<file path="config.mk">
export PLATFORM = sky130hd
export DESIGN_NAME = h264_slice_frame_num_checker_top
export DESIGN_NICKNAME = d
export VERILOG_FILES = /design/src/rtl/h264sfn_pkg.sv /design/src/rtl/h264_slice_frame_num_checker_top.sv
export SDC_FILE = /design/constraint.sdc
export NUM_CORES = 1
export LEC_CHECK = 0
export BUFFER_PORTS_ARGS = -buffer_cell sky130_fd_sc_hd__buf_2
export CELL_PAD_IN_SITES_DETAIL_PLACEMENT = 1
export CELL_PAD_IN_SITES_GLOBAL_PLACEMENT = 2
export CORE_UTILIZATION = 30
export DETAILED_ROUTE_END_ITERATION = 7
export PLACE_DENSITY = 0.73
export SLEW_MARGIN = 5
export SYNTH_ARGS = -nofsm -noshare
export SYNTH_HDL_FRONTEND = slang
export SYNTH_SLANG_ARGS = --single-unit
</file>
<file path="constraint.sdc">
create_clock -name aclk -period 32 [get_ports aclk]
set_clock_uncertainty 0.1 [all_clocks]
set_input_delay 1.6 -clock aclk [delete_from_list [all_inputs] [get_ports aclk]]
set_output_delay 1.6 -clock aclk [all_outputs]
set_load 0.01 [all_outputs]
</file>
<file path="src/rtl/h264sfn_pkg.sv">
// Shared types and constants for the slice frame-number checker.
// No dependencies; used by h264_slice_frame_num_checker_top.
`timescale 1ns / 1ps

package h264sfn_pkg;

    localparam int FRAME_NUM_MAX_BITS = 16;
    localparam int FRAME_NUM_MIN_BITS = 4;
    localparam int ZERO_RUN_LIMIT     = 32;

    localparam logic [7:0] START_BYTE = 8'h01;
    localparam logic [4:0] TYPE_MASK  = 5'h1F;

    localparam logic [4:0] NAL_SLICE     = 5'd1;
    localparam logic [4:0] NAL_SLICE_IDR = 5'd5;
    localparam logic [4:0] NAL_SEI       = 5'd6;
    localparam logic [4:0] NAL_SPS       = 5'd7;
    localparam logic [4:0] NAL_PPS       = 5'd8;

    // configuration register indexes
    localparam logic CFG_FRAME_NUM_BITS = 1'b0;
    localparam logic CFG_MAX_FRAME_GAP  = 1'b1;

    localparam logic [4:0] FRAME_NUM_BITS_RST = 5'd4;
    localparam logic [7:0] MAX_FRAME_GAP_RST  = 8'd5;

    // field index of the frame number among the slice header fields
    localparam logic [1:0] FIELD_FRAME_NUM = 2'd3;

    typedef enum logic [2:0] {
        PH_SEARCH  = 3'd0,
        PH_TYPE4   = 3'd1,
        PH_TYPE3   = 3'd2,
        PH_CONFIRM = 3'd3,
        PH_SLICE   = 3'd4,
        PH_DONE    = 3'd5
    } phase_t;

    typedef enum logic [2:0] {
        OUT_SLICE_OK = 3'd0,
        OUT_MARKER   = 3'd1,
        OUT_NO_START = 3'd2,
        OUT_OTHER    = 3'd3,
        OUT_GAP      = 3'd4
    } outcome_t;

    function automatic logic is_slice(input logic [4:0] t);
        return (t == NAL_SLICE) || (t == NAL_SLICE_IDR);
    endfunction

endpackage

</file>
<file path="src/rtl/h264_slice_frame_num_checker_top.sv">
// Slice frame-number checker: Annex-B start code search, NAL type and slice
// header frame number parse, modular gap check. Uses h264sfn_pkg.
// The final byte passes the input register, then its verdict is registered onto m_tvalid.
// Throughput: one byte per cycle, all eight exp-Golomb bit steps in one pass; a
// final byte waits only while the previous verdict is held by m_tready low.
// Reset (aresetn low, synchronous): parser, history, flags clear; registers to 4, 5.
`timescale 1ns / 1ps

module h264_slice_frame_num_checker_top (
    input  logic        aclk,
    input  logic        aresetn,
    // byte stream
    input  logic        s_tvalid,
    output logic        s_tready,
    input  logic [7:0]  s_tdata,   // [7:0] data_byte
    input  logic        s_tlast,   // last_byte
    input  logic        s_tuser,   // [0] forget_history
    // verdicts
    output logic        m_tvalid,
    input  logic        m_tready,
    output logic [31:0] m_tdata,   // [0] fragment_valid, [3:1] outcome,
                                   // [8:4] nal_type, [24:9] frame_number, rest 0
    // configuration writes
    input  logic        cfg_valid,
    output logic        cfg_ready,
    input  logic        cfg_index,
    input  logic [7:0]  cfg_data
);

    // input register
    logic       in_valid_reg;
    logic [7:0] in_byte_reg;
    logic       in_last_reg;
    logic       in_forget_reg;

    // configuration
    logic [4:0] frame_num_bits_reg;
    logic [7:0] max_frame_gap_reg;

    // parser state
    h264sfn_pkg::phase_t phase_reg, phase_next;
    logic [23:0] window_reg, window_next;
    logic [2:0]  bytes_reg, bytes_next;
    logic [1:0]  field_reg, field_next;
    logic [5:0]  zero_run_reg, zero_run_next;
    logic [5:0]  suffix_reg, suffix_next;
    logic [15:0] accum_reg, accum_next;
    logic [4:0]  type_reg, type_next;
    logic        hist_valid_reg, hist_valid_next;
    logic [15:0] last_frame_reg, last_frame_next;

    // result register
    logic        out_valid_reg;
    logic [31:0] out_data_reg;

    logic        advance;
    logic        out_load;
    logic        run_bits;
    logic        cur_bit;
    logic [4:0]  width;
    logic [15:0] mask;
    logic [4:0]  remain;
    logic [15:0] fnum;
    logic [15:0] gap;
    logic        hist_eff;
    logic [15:0] last_eff;
    logic        res_valid;
    h264sfn_pkg::outcome_t res_outcome;
    logic [4:0]  res_type;
    logic [15:0] res_frame;

    // only a final byte needs room in the result register
    assign advance   = in_valid_reg && (!in_last_reg || !out_valid_reg || m_tready);
    assign s_tready  = !in_valid_reg || advance;
    assign out_load  = advance && in_last_reg;
    assign m_tvalid  = out_valid_reg;
    assign m_tdata   = out_data_reg;
    assign cfg_ready = 1'b1;

    // frame number width saturated into its legal range
    always_comb begin
        if (frame_num_bits_reg < 5'(h264sfn_pkg::FRAME_NUM_MIN_BITS)) begin
            width = 5'(h264sfn_pkg::FRAME_NUM_MIN_BITS);
        end else if (frame_num_bits_reg > 5'(h264sfn_pkg::FRAME_NUM_MAX_BITS)) begin
            width = 5'(h264sfn_pkg::FRAME_NUM_MAX_BITS);
        end else begin
            width = frame_num_bits_reg;
        end
        mask = 16'((17'd1 << width) - 17'd1);
    end

    // start code search, NAL type and slice header bit walk for one byte
    always_comb begin
        phase_next    = phase_reg;
        type_next     = type_reg;
        field_next    = field_reg;
        zero_run_next = zero_run_reg;
        suffix_next   = suffix_reg;
        accum_next    = accum_reg;
        window_next   = {window_reg[15:0], in_byte_reg};
        bytes_next    = (bytes_reg == 3'd7) ? bytes_reg : bytes_reg + 3'd1;
        run_bits      = 1'b0;
        cur_bit       = 1'b0;

        unique case (phase_reg)
            h264sfn_pkg::PH_SEARCH: begin
                if (in_byte_reg == h264sfn_pkg::START_BYTE && bytes_reg >= 3'd2 &&
                    window_reg[15:0] == 16'd0) begin
                    if (bytes_reg >= 3'd3 && window_reg[23:16] == 8'd0) begin
                        phase_next = h264sfn_pkg::PH_TYPE4;
                    end else begin
                        phase_next = h264sfn_pkg::PH_TYPE3;
                    end
                end
            end
            h264sfn_pkg::PH_TYPE4: begin
                type_next  = in_byte_reg[4:0] & h264sfn_pkg::TYPE_MASK;
                phase_next = h264sfn_pkg::is_slice(type_next) ?
                             h264sfn_pkg::PH_SLICE : h264sfn_pkg::PH_DONE;
            end
            h264sfn_pkg::PH_TYPE3: begin
                type_next  = in_byte_reg[4:0] & h264sfn_pkg::TYPE_MASK;
                phase_next = h264sfn_pkg::PH_CONFIRM;
            end
            h264sfn_pkg::PH_CONFIRM: begin
                // a 3-byte code only counts once the byte after the header shows up
                if (h264sfn_pkg::is_slice(type_reg)) begin
                    phase_next = h264sfn_pkg::PH_SLICE;
                    run_bits   = 1'b1;
                end else begin
                    phase_next = h264sfn_pkg::PH_DONE;
                end
            end
            h264sfn_pkg::PH_SLICE: begin
                run_bits = 1'b1;
            end
            h264sfn_pkg::PH_DONE: begin
            end
            default: begin
                phase_next = h264sfn_pkg::PH_SEARCH;
            end
        endcase

        // MSB first; three ue(v) fields skipped, then the frame number
        for (int j = 0; j < 8; j++) begin
            cur_bit = in_byte_reg[3'(7 - j)];
            if (run_bits && phase_next == h264sfn_pkg::PH_SLICE) begin
                if (field_next == h264sfn_pkg::FIELD_FRAME_NUM) begin
                    accum_next = {accum_next[14:0], cur_bit};
                    if (suffix_next != 6'd0) begin
                        suffix_next = suffix_next - 6'd1;
                    end
                    if (suffix_next == 6'd0) begin
                        phase_next = h264sfn_pkg::PH_DONE;
                    end
                end else if (suffix_next != 6'd0) begin
                    suffix_next = suffix_next - 6'd1;
                    if (suffix_next == 6'd0) begin
                        field_next = field_next + 2'd1;
                        if (field_next == h264sfn_pkg::FIELD_FRAME_NUM) begin
                            suffix_next = 6'(width);
                        end
                    end
                end else if (!cur_bit &&
                             zero_run_next < 6'(h264sfn_pkg::ZERO_RUN_LIMIT)) begin
                    zero_run_next = zero_run_next + 6'd1;
                end else begin
                    // terminator (or forced one after an overlong run)
                    if (zero_run_next == 6'd0) begin
                        field_next = field_next + 2'd1;
                        if (field_next == h264sfn_pkg::FIELD_FRAME_NUM) begin
                            suffix_next = 6'(width);
                        end
                    end else begin
                        suffix_next = zero_run_next;
                    end
                    zero_run_next = 6'd0;
                end
            end
        end
    end

    // verdict for a final byte
    always_comb begin
        hist_eff = in_forget_reg ? 1'b0 : hist_valid_reg;
        last_eff = in_forget_reg ? 16'd0 : last_frame_reg;
        // bits not yet seen read as zero
        remain = (field_next == h264sfn_pkg::FIELD_FRAME_NUM) ? suffix_next[4:0] : width;
        fnum   = 16'(32'(accum_next) << remain) & mask;
        gap    = (fnum - last_eff) & mask;

        res_valid   = 1'b0;
        res_outcome = h264sfn_pkg::OUT_NO_START;
        res_type    = 5'd0;
        res_frame   = 16'd0;
        if (phase_next == h264sfn_pkg::PH_SLICE || phase_next == h264sfn_pkg::PH_DONE) begin
            res_type = type_next;
            if (h264sfn_pkg::is_slice(type_next)) begin
                res_frame = fnum;
                if (hist_eff && gap > {8'd0, max_frame_gap_reg}) begin
                    res_outcome = h264sfn_pkg::OUT_GAP;
                end else begin
                    res_outcome = h264sfn_pkg::OUT_SLICE_OK;
                    res_valid   = 1'b1;
                end
            end else if (type_next == h264sfn_pkg::NAL_SEI ||
                         type_next == h264sfn_pkg::NAL_SPS ||
                         type_next == h264sfn_pkg::NAL_PPS) begin
                res_outcome = h264sfn_pkg::OUT_MARKER;
                res_valid   = 1'b1;
            end else begin
                res_outcome = h264sfn_pkg::OUT_OTHER;
            end
        end

        hist_valid_next = hist_eff;
        last_frame_next = last_eff;
        if (in_last_reg && res_outcome == h264sfn_pkg::OUT_SLICE_OK) begin
            hist_valid_next = 1'b1;
            last_frame_next = fnum;
        end
    end

    always_ff @(posedge aclk) begin
        if (!aresetn) begin
            in_valid_reg       <= 1'b0;
            out_valid_reg      <= 1'b0;
            frame_num_bits_reg <= h264sfn_pkg::FRAME_NUM_BITS_RST;
            max_frame_gap_reg  <= h264sfn_pkg::MAX_FRAME_GAP_RST;
            phase_reg          <= h264sfn_pkg::PH_SEARCH;
            window_reg         <= '0;
            bytes_reg          <= '0;
            field_reg          <= '0;
            zero_run_reg       <= '0;
            suffix_reg         <= '0;
            accum_reg          <= '0;
            type_reg           <= '0;
            hist_valid_reg     <= 1'b0;
            last_frame_reg     <= '0;
        end else begin
            if (cfg_valid) begin
                case (cfg_index)
                    h264sfn_pkg::CFG_FRAME_NUM_BITS: frame_num_bits_reg <= cfg_data[4:0];
                    h264sfn_pkg::CFG_MAX_FRAME_GAP:  max_frame_gap_reg  <= cfg_data;
                    default: begin
                    end
                endcase
            end

            if (s_tvalid && s_tready) begin
                in_valid_reg <= 1'b1;
            end else if (advance) begin
                in_valid_reg <= 1'b0;
            end

            if (out_load) begin
                out_valid_reg <= 1'b1;
            end else if (m_tready) begin
                out_valid_reg <= 1'b0;
            end

            if (advance) begin
                hist_valid_reg <= hist_valid_next;
                last_frame_reg <= last_frame_next;
                if (in_last_reg) begin
                    phase_reg    <= h264sfn_pkg::PH_SEARCH;
                    window_reg   <= '0;
                    bytes_reg    <= '0;
                    field_reg    <= '0;
                    zero_run_reg <= '0;
                    suffix_reg   <= '0;
                    accum_reg    <= '0;
                    type_reg     <= '0;
                end else begin
                    phase_reg    <= phase_next;
                    window_reg   <= window_next;
                    bytes_reg    <= bytes_next;
                    field_reg    <= field_next;
                    zero_run_reg <= zero_run_next;
                    suffix_reg   <= suffix_next;
                    accum_reg    <= accum_next;
                    type_reg     <= type_next;
                end
            end
        end
    end

    always_ff @(posedge aclk) begin
        if (s_tvalid && s_tready) begin
            in_byte_reg   <= s_tdata;
            in_last_reg   <= s_tlast;
            in_forget_reg <= s_tuser;
        end
        if (out_load) begin
            out_data_reg <= {7'd0, res_frame, res_type, 3'(res_outcome), res_valid};
        end
    end

    // verdict flag agrees with its outcome code
    assert property (@(posedge aclk) disable iff (!aresetn)
        out_load |-> (res_valid == (res_outcome == h264sfn_pkg::OUT_SLICE_OK ||
                                    res_outcome == h264sfn_pkg::OUT_MARKER)))
        else $error("fragment_valid disagrees with outcome");

    // no start code means no type and no frame number
    assert property (@(posedge aclk) disable iff (!aresetn)
        (out_load && res_outcome == h264sfn_pkg::OUT_NO_START) |->
            (res_type == 5'd0 && res_frame == 16'd0))
        else $error("no-start verdict carries type or frame");

    // an accepted slice is remembered for the next gap check
    assert property (@(posedge aclk) disable iff (!aresetn)
        (out_load && res_outcome == h264sfn_pkg::OUT_SLICE_OK) |=>
            (hist_valid_reg && last_frame_reg == $past(res_frame)))
        else $error("accepted slice not stored in history");

    // after a final byte the parser is back to searching
    assert property (@(posedge aclk) disable iff (!aresetn)
        out_load |=> (phase_reg == h264sfn_pkg::PH_SEARCH && bytes_reg == 3'd0))
        else $error("parser state not cleared after verdict");

endmodule
</file>
* Word level (Yosys, flattened, before mapping)
Cells that the tools add are included.
** Storage, ports and cells
- Bits in registers :: 132
- Input port bits :: 24
- Logic and storage cells :: 412
** Operators by class
- $add $sub $neg :: 23
- Magnitude comparators :: 9
- Equality and inequality tests :: 44
- Shift operators :: 2
- Muxes and demuxes :: 231
- Bitwise logic cells :: 3
- Reductions and logical operators :: 80
** Operators with widths (number)
- $mux W6 :: 114
- $mux W16 :: 19
- $logic_not A6 Y1 :: 24
- $mux W2 :: 47
- $mux W3 :: 31
- $reduce_bool A6 Y1 :: 8
- $sub A6 B1 Y6 const B :: 8
- $eq A3 B3 Y1 const B :: 13
- $eq A2 B2 Y1 const B :: 17
- $and A16 B16 Y16 :: 2
- $eq A5 B3 Y1 const B :: 5
- $mux W5 :: 5
- $add A6 B1 Y6 const B :: 4
- $lt A6 B6 Y1 const B :: 4
- $mux W24 :: 1
- $logic_and A1 B1 Y1 :: 20
- $add A2 B1 Y2 const B :: 8
- $gt A16 B8 Y1 :: 1
- $logic_not A16 Y1 :: 1
- $shl A1 B5 Y16 const A :: 1
- $shl A16 B5 Y16 :: 1
- $sub A16 B1 Y16 const B :: 1
- $sub A16 B16 Y16 :: 1
- $eq A5 B1 Y1 const B :: 3
- 20 further kinds :: 53

* Longest topological paths before layout
- Depth in word-level cells :: 72
- Depth in mapped cells :: 104

* Worst setup path after synthesis
OpenSTA, ideal clock, no wires.
- Path kind :: flip-flop to flip-flop
- Start point :: reg suffix_reg[0]
- End point :: reg last_frame_reg[10]
- Setup time :: 0.117 ns
- Data arrival time :: 18.588 ns
- Data required time :: 31.783 ns
- Path slack :: 13.194 ns
- Stages on the path, launching flop included :: 96
- Path through :: dfxtp_1 -> buf_2 -> inv_1 -> ha_1 -> inv_1 -> and4_1 -> o311ai_2 -> o211ai_1 -> o21ba_2 -> inv_2 -> ha_1 -> inv_1 -> a2111oi_2 -> and2_1 -> clkbuf_1 -> mux2i_1 -> o211a_1 -> nand2_1 -> (+60 left out) -> a21o_1 -> a21o_1 -> a21oi_1 -> o21bai_1 -> a21oi_1 -> o21bai_1 -> a21oi_1 -> o21bai_1 -> a21oi_1 -> o21bai_1 -> a21o_1 -> a21o_1 -> xor2_1 -> nor3_1 -> mux2i_1 -> and2_2 -> buf_6 -> a32o_1
** On the way
- Cells in the longest elaborated chain, start to end :: 67
- Elaborated cells between the ends (all ways) :: 291
- Those cells by class :: 19 x add/sub; 5 x order compare; 24 x eq/ne; 1 x shift; 194 x mux; 2 x bitwise; 46 x reduce/logical
** RTL lines
- from (decl) :: RTL line h264_slice_frame_num_checker_top.sv:46 : logic [5:0] suffix_reg, suffix_next;
- from (signal assigned) :: RTL line h264_slice_frame_num_checker_top.sv:280 : suffix_reg <= suffix_next;
- branches (longest 55 deep; another with $sub A6 B1 Y6)
- $shl A16 B5 Y16 (*) :: RTL line h264_slice_frame_num_checker_top.sv:189 : fnum = 16'(32'(accum_next) << remain) & mask;
- $and A16 B16 Y16 (*) :: RTL line h264_slice_frame_num_checker_top.sv:189
- net fnum[1] :: RTL line h264_slice_frame_num_checker_top.sv:63 : logic [15:0] fnum;
- $sub A16 B16 Y16 (*) :: RTL line h264_slice_frame_num_checker_top.sv:190 : gap = (fnum - last_eff) & mask;
- $and A16 B16 Y16 (*) :: RTL line h264_slice_frame_num_checker_top.sv:190
- $gt A16 B8 Y1 (*) :: RTL line h264_slice_frame_num_checker_top.sv:200 : if (hist_eff && gap > {8'd0, max_frame_gap_reg}) begin
- $logic_and A1 B1 Y1 (*) :: RTL line h264_slice_frame_num_checker_top.sv:200
- $mux W3 (*) :: RTL line h264_slice_frame_num_checker_top.sv:200
- $mux W3 (*) :: RTL line h264_slice_frame_num_checker_top.sv:198 : if (h264sfn_pkg::is_slice(type_next)) begin
- $mux W3 (*) :: RTL line h264_slice_frame_num_checker_top.sv:196 : if (phase_next == h264sfn_pkg::PH_SLICE || phase_next == h264sfn_pkg::PH_DONE) begin
- $logic_not A3 Y1 (*) :: RTL line h264_slice_frame_num_checker_top.sv:218 : if (in_last_reg && res_outcome == h264sfn_pkg::OUT_SLICE_OK) begin
- $logic_and A1 B1 Y1 (*) :: RTL line h264_slice_frame_num_checker_top.sv:218
- $mux W16 (*) :: RTL line h264_slice_frame_num_checker_top.sv:218
- to (signal assigned) :: RTL line h264_slice_frame_num_checker_top.sv:264 : last_frame_reg <= last_frame_next;
- to (decl) :: RTL line h264_slice_frame_num_checker_top.sv:50 : logic [15:0] last_frame_reg, last_frame_next;
Mark *: on every way through the listed nets, which the timed path passes. The select of a mux whose other input is x is not followed.
A chain may end at the register's enable or synchronous reset.

* Final worst setup path
- Start point :: reg suffix_reg[0]
- End point :: reg last_frame_reg[5]
The elaborated chain is that of the path after synthesis.

==> parameters.txt <==
Parameter                              Value

Run status
  Outcome    completed

Global route
  Residual overflow from global routing    0
  Global-route total usage across every layer    0.233
  Vias in the first global route    17608
  Global-route wire length before repair    103000 um
  Number of antenna violations at the first check in global routing    0
  Pin count of the biggest net entering global routing    84

Timing
  Achievable frequency    0.0414 GHz
  Final setup slack of the worst path    7.87 ns
  Setup-violating endpoint count in the final report    0
  Min Clock Period, post-route    24.13 ns
  Transition time at the pin with the least slew margin    1.11 ns
  Setup repair after global routing missed its margin    no
  Final critical-path share of the clock period    0.754
  Final hold violations    0
  Total negative setup slack    0 ns
  Pins over their slew limit    0
  Worst slew margin    0.259
  Final hold slack    0.359 ns

Critical path
  Critical path startpoint category    flop
  Critical path's top delay family    compound AO/OA/AOI/OAI gates
  CP max stage delay    0.99 ns
  Critical path's most frequent cell    sky130_fd_sc_hd__ha_1
  Data required time at the worst endpoint    32.29 ns
  Highest-delay cell along the critical path    sky130_fd_sc_hd__a2111oi_2
  Kind of capture point of the worst setup path    flop
  Kind of critical path    flop to flop
  Maximum net fanout on the critical path    16
  Buffer and inverter count on the worst path    6
  Critical Path AT    24.42 ns

Logic synthesis
  Biggest area contributors in the synthesized netlist    sky130_fd_sc_hd__dfxtp_1 (12%), sky130_fd_sc_hd__edfxtp_1 (6.4%), sky130_fd_sc_hd__nand2_1 (5.3%)
  Most instantiated library cell after synthesis    sky130_fd_sc_hd__nand2_1
  Top cells by instance count after synthesis    sky130_fd_sc_hd__nand2_1 (234), sky130_fd_sc_hd__nor2_1 (206), sky130_fd_sc_hd__a21oi_1 (113), sky130_fd_sc_hd__o21ai_0 (109), sky130_fd_sc_hd__clkbuf_1 (103)
  Cell type with the largest total area after synthesis    sky130_fd_sc_hd__dfxtp_1
  Area share of the largest cell type after synthesis    0.118
  Post-synth EDFFs    35
  Netlist area before placement    16400 sq um
  Top_reg_cell synth    sky130_fd_sc_hd__dfxtp_1
  Average footprint of a synthesized cell    7.35 sq um
  Flops & latches, synth    132
  Post-Syn Instances    2233
  Yosys warnings    0
  Proportion of synthesized flip-flops having asynchronous set or reset    0
  Seq/Total Area, Yosys    0.182
  Yosys cell types    118

Finish
  Fraction of layout instances using a drive strength above 1    0.104
  Flip-flop count of the largest register, all copies and words added    25
  Net count reported at finish    2278
  Cell area after layout    17700 sq um
  Antenna cell count    0
  Synth-to-Final Area Change    7.62%
  Post-route core utilization    0.328

Clock tree
  Clock Path Buffers    2
  Total number of clock tree sinks    132
  Root buf cell    sky130_fd_sc_hd__clkbuf_16
  Count of hold-fix buffers inserted at cts    0
  Post_cts resized    0
  Setup Buffers After CTS    0
  Clock latency reported for the late side of the worst-skew pair    0.45 ns
  Clock tree from TritonCTS    yes
  Number of buffers created by CTS    17
  Max H-tree Level    4
  Worst-path clk slew    0.06 ns

Placed design
  Post-place instance area    17100 sq um
  Detailed Place HPWL    50900 um
  Pre-CTS setup slack    8.48 ns
  Quantity of I/O buffers inserted on ports    50
  Routability cong.    0.926

Flow run
  Max-Cap Viols    0

Pwr
  P per Cell Area    23.2 nW/um^2
  Worst voltage drop across the vdd grid    0.0468 mV
  Cell leakage power    6.61 nW

Routing
  Routed WL per cell    23.0 um
  Routed via count    17732
  Total detailed-routing wirelength    66600 um
  Number of routed nets with antenna violations    0
  Via-per-instance ratio    6.13
  DRC violation total after the first TritonRoute iteration    1427
  Iteration count of the initial detailed-routing pass    5
  DRC    0

Floorplanning
  Full die area    55700 sq um
  Y dimension of the die    236 um
  Initial core utilization    0.305
  Core box area    53900 sq um
  Width of the chip    236 um
  Floorplan row count    85
  Number of top-level pins    59

Hold path
  Class of the most critical hold timing path    flop to flop
[area by class of cell]
cell class,instances,area (sq um)
multi-input combinational,1873,12500
inverter,82,308
timing repair buffer,79,468
clock buffer,20,468
clock inverter,12,101
sequential,132,2990
fill,6565,36200
tap,696,871
[cells in the final DEF, fill, tap and decap left out, types with 50 or more instances in the layout]
cell	n
sky130_fd_sc_hd__mux2i_1	76
sky130_fd_sc_hd__inv_1	75
sky130_fd_sc_hd__dfxtp_1	97
sky130_fd_sc_hd__nor4_1	50
sky130_fd_sc_hd__nor2_1	205
sky130_fd_sc_hd__ha_1	68
sky130_fd_sc_hd__nand2_1	233
sky130_fd_sc_hd__a21oi_1	113
sky130_fd_sc_hd__o21ai_0	109
sky130_fd_sc_hd__buf_2	50
sky130_fd_sc_hd__nand3_1	72
sky130_fd_sc_hd__nor3_1	75
[layer usage]
metal,GRT usage,part of all wire
met5,0,0
met4,0.0727,0.025
met3,0.0217,0.036
met2,0.384,0.46
met1,0.318,0.48
[where the power goes]
part	switching, mW	total, mW	internal, mW
clock	0.0810	0.194	0.113
combinational	0.0251	0.0375	0.0124
sequential	0.00478	0.179	0.174
total	0.111	0.410	0.299
[worst register-to-register path, delay by kind of cell, from the launching register on]
kind,cells,cell delay (ns)
adders and majority gates,9,2.95
and+or+nand+nor,22,7.57
DFF,1,0.62
xor gates and xnor gates,2,0.40
muxes,3,0.64
buffers and inverters,6,0.96
AOI/OAI and AO/OA,41,10.86
[path summary, 6_finish.rpt]
kind | from | to | slack [ns] | depth (start not counted)
min reg2reg | last_frame_reg[0] | last_frame_reg[0] | 0.36 | 1
max | suffix_reg[0] | last_frame_reg[5] | 7.87 | 83
min | last_frame_reg[0] | last_frame_reg[0] | 0.36 | 1
max reg2reg | suffix_reg[0] | last_frame_reg[5] | 7.87 | 83
[through the flow]
stage,power (mW),std cells
after detailed placement,0.219,2862
after floorplan,0.205,2241
after global placement,0.219,2862
final,0.410,2894
after CTS,0.414,2894
after global routing,0.424,2894
[logic make-up after synthesis]
group                      count (synthesis)  synth area share
xor gates and xnor gates                  46            0.0245
DFF                                      132             0.182
muxes                                    104            0.0676
AOI/OAI and AO/OA                        713             0.317
and+or+nand+nor                          931             0.294
buffers and inverters                    236            0.0617
adders and majority gates                 69            0.0530
other                                      2          0.000457
Note: power is estimated with default switching activity, not from simulation.
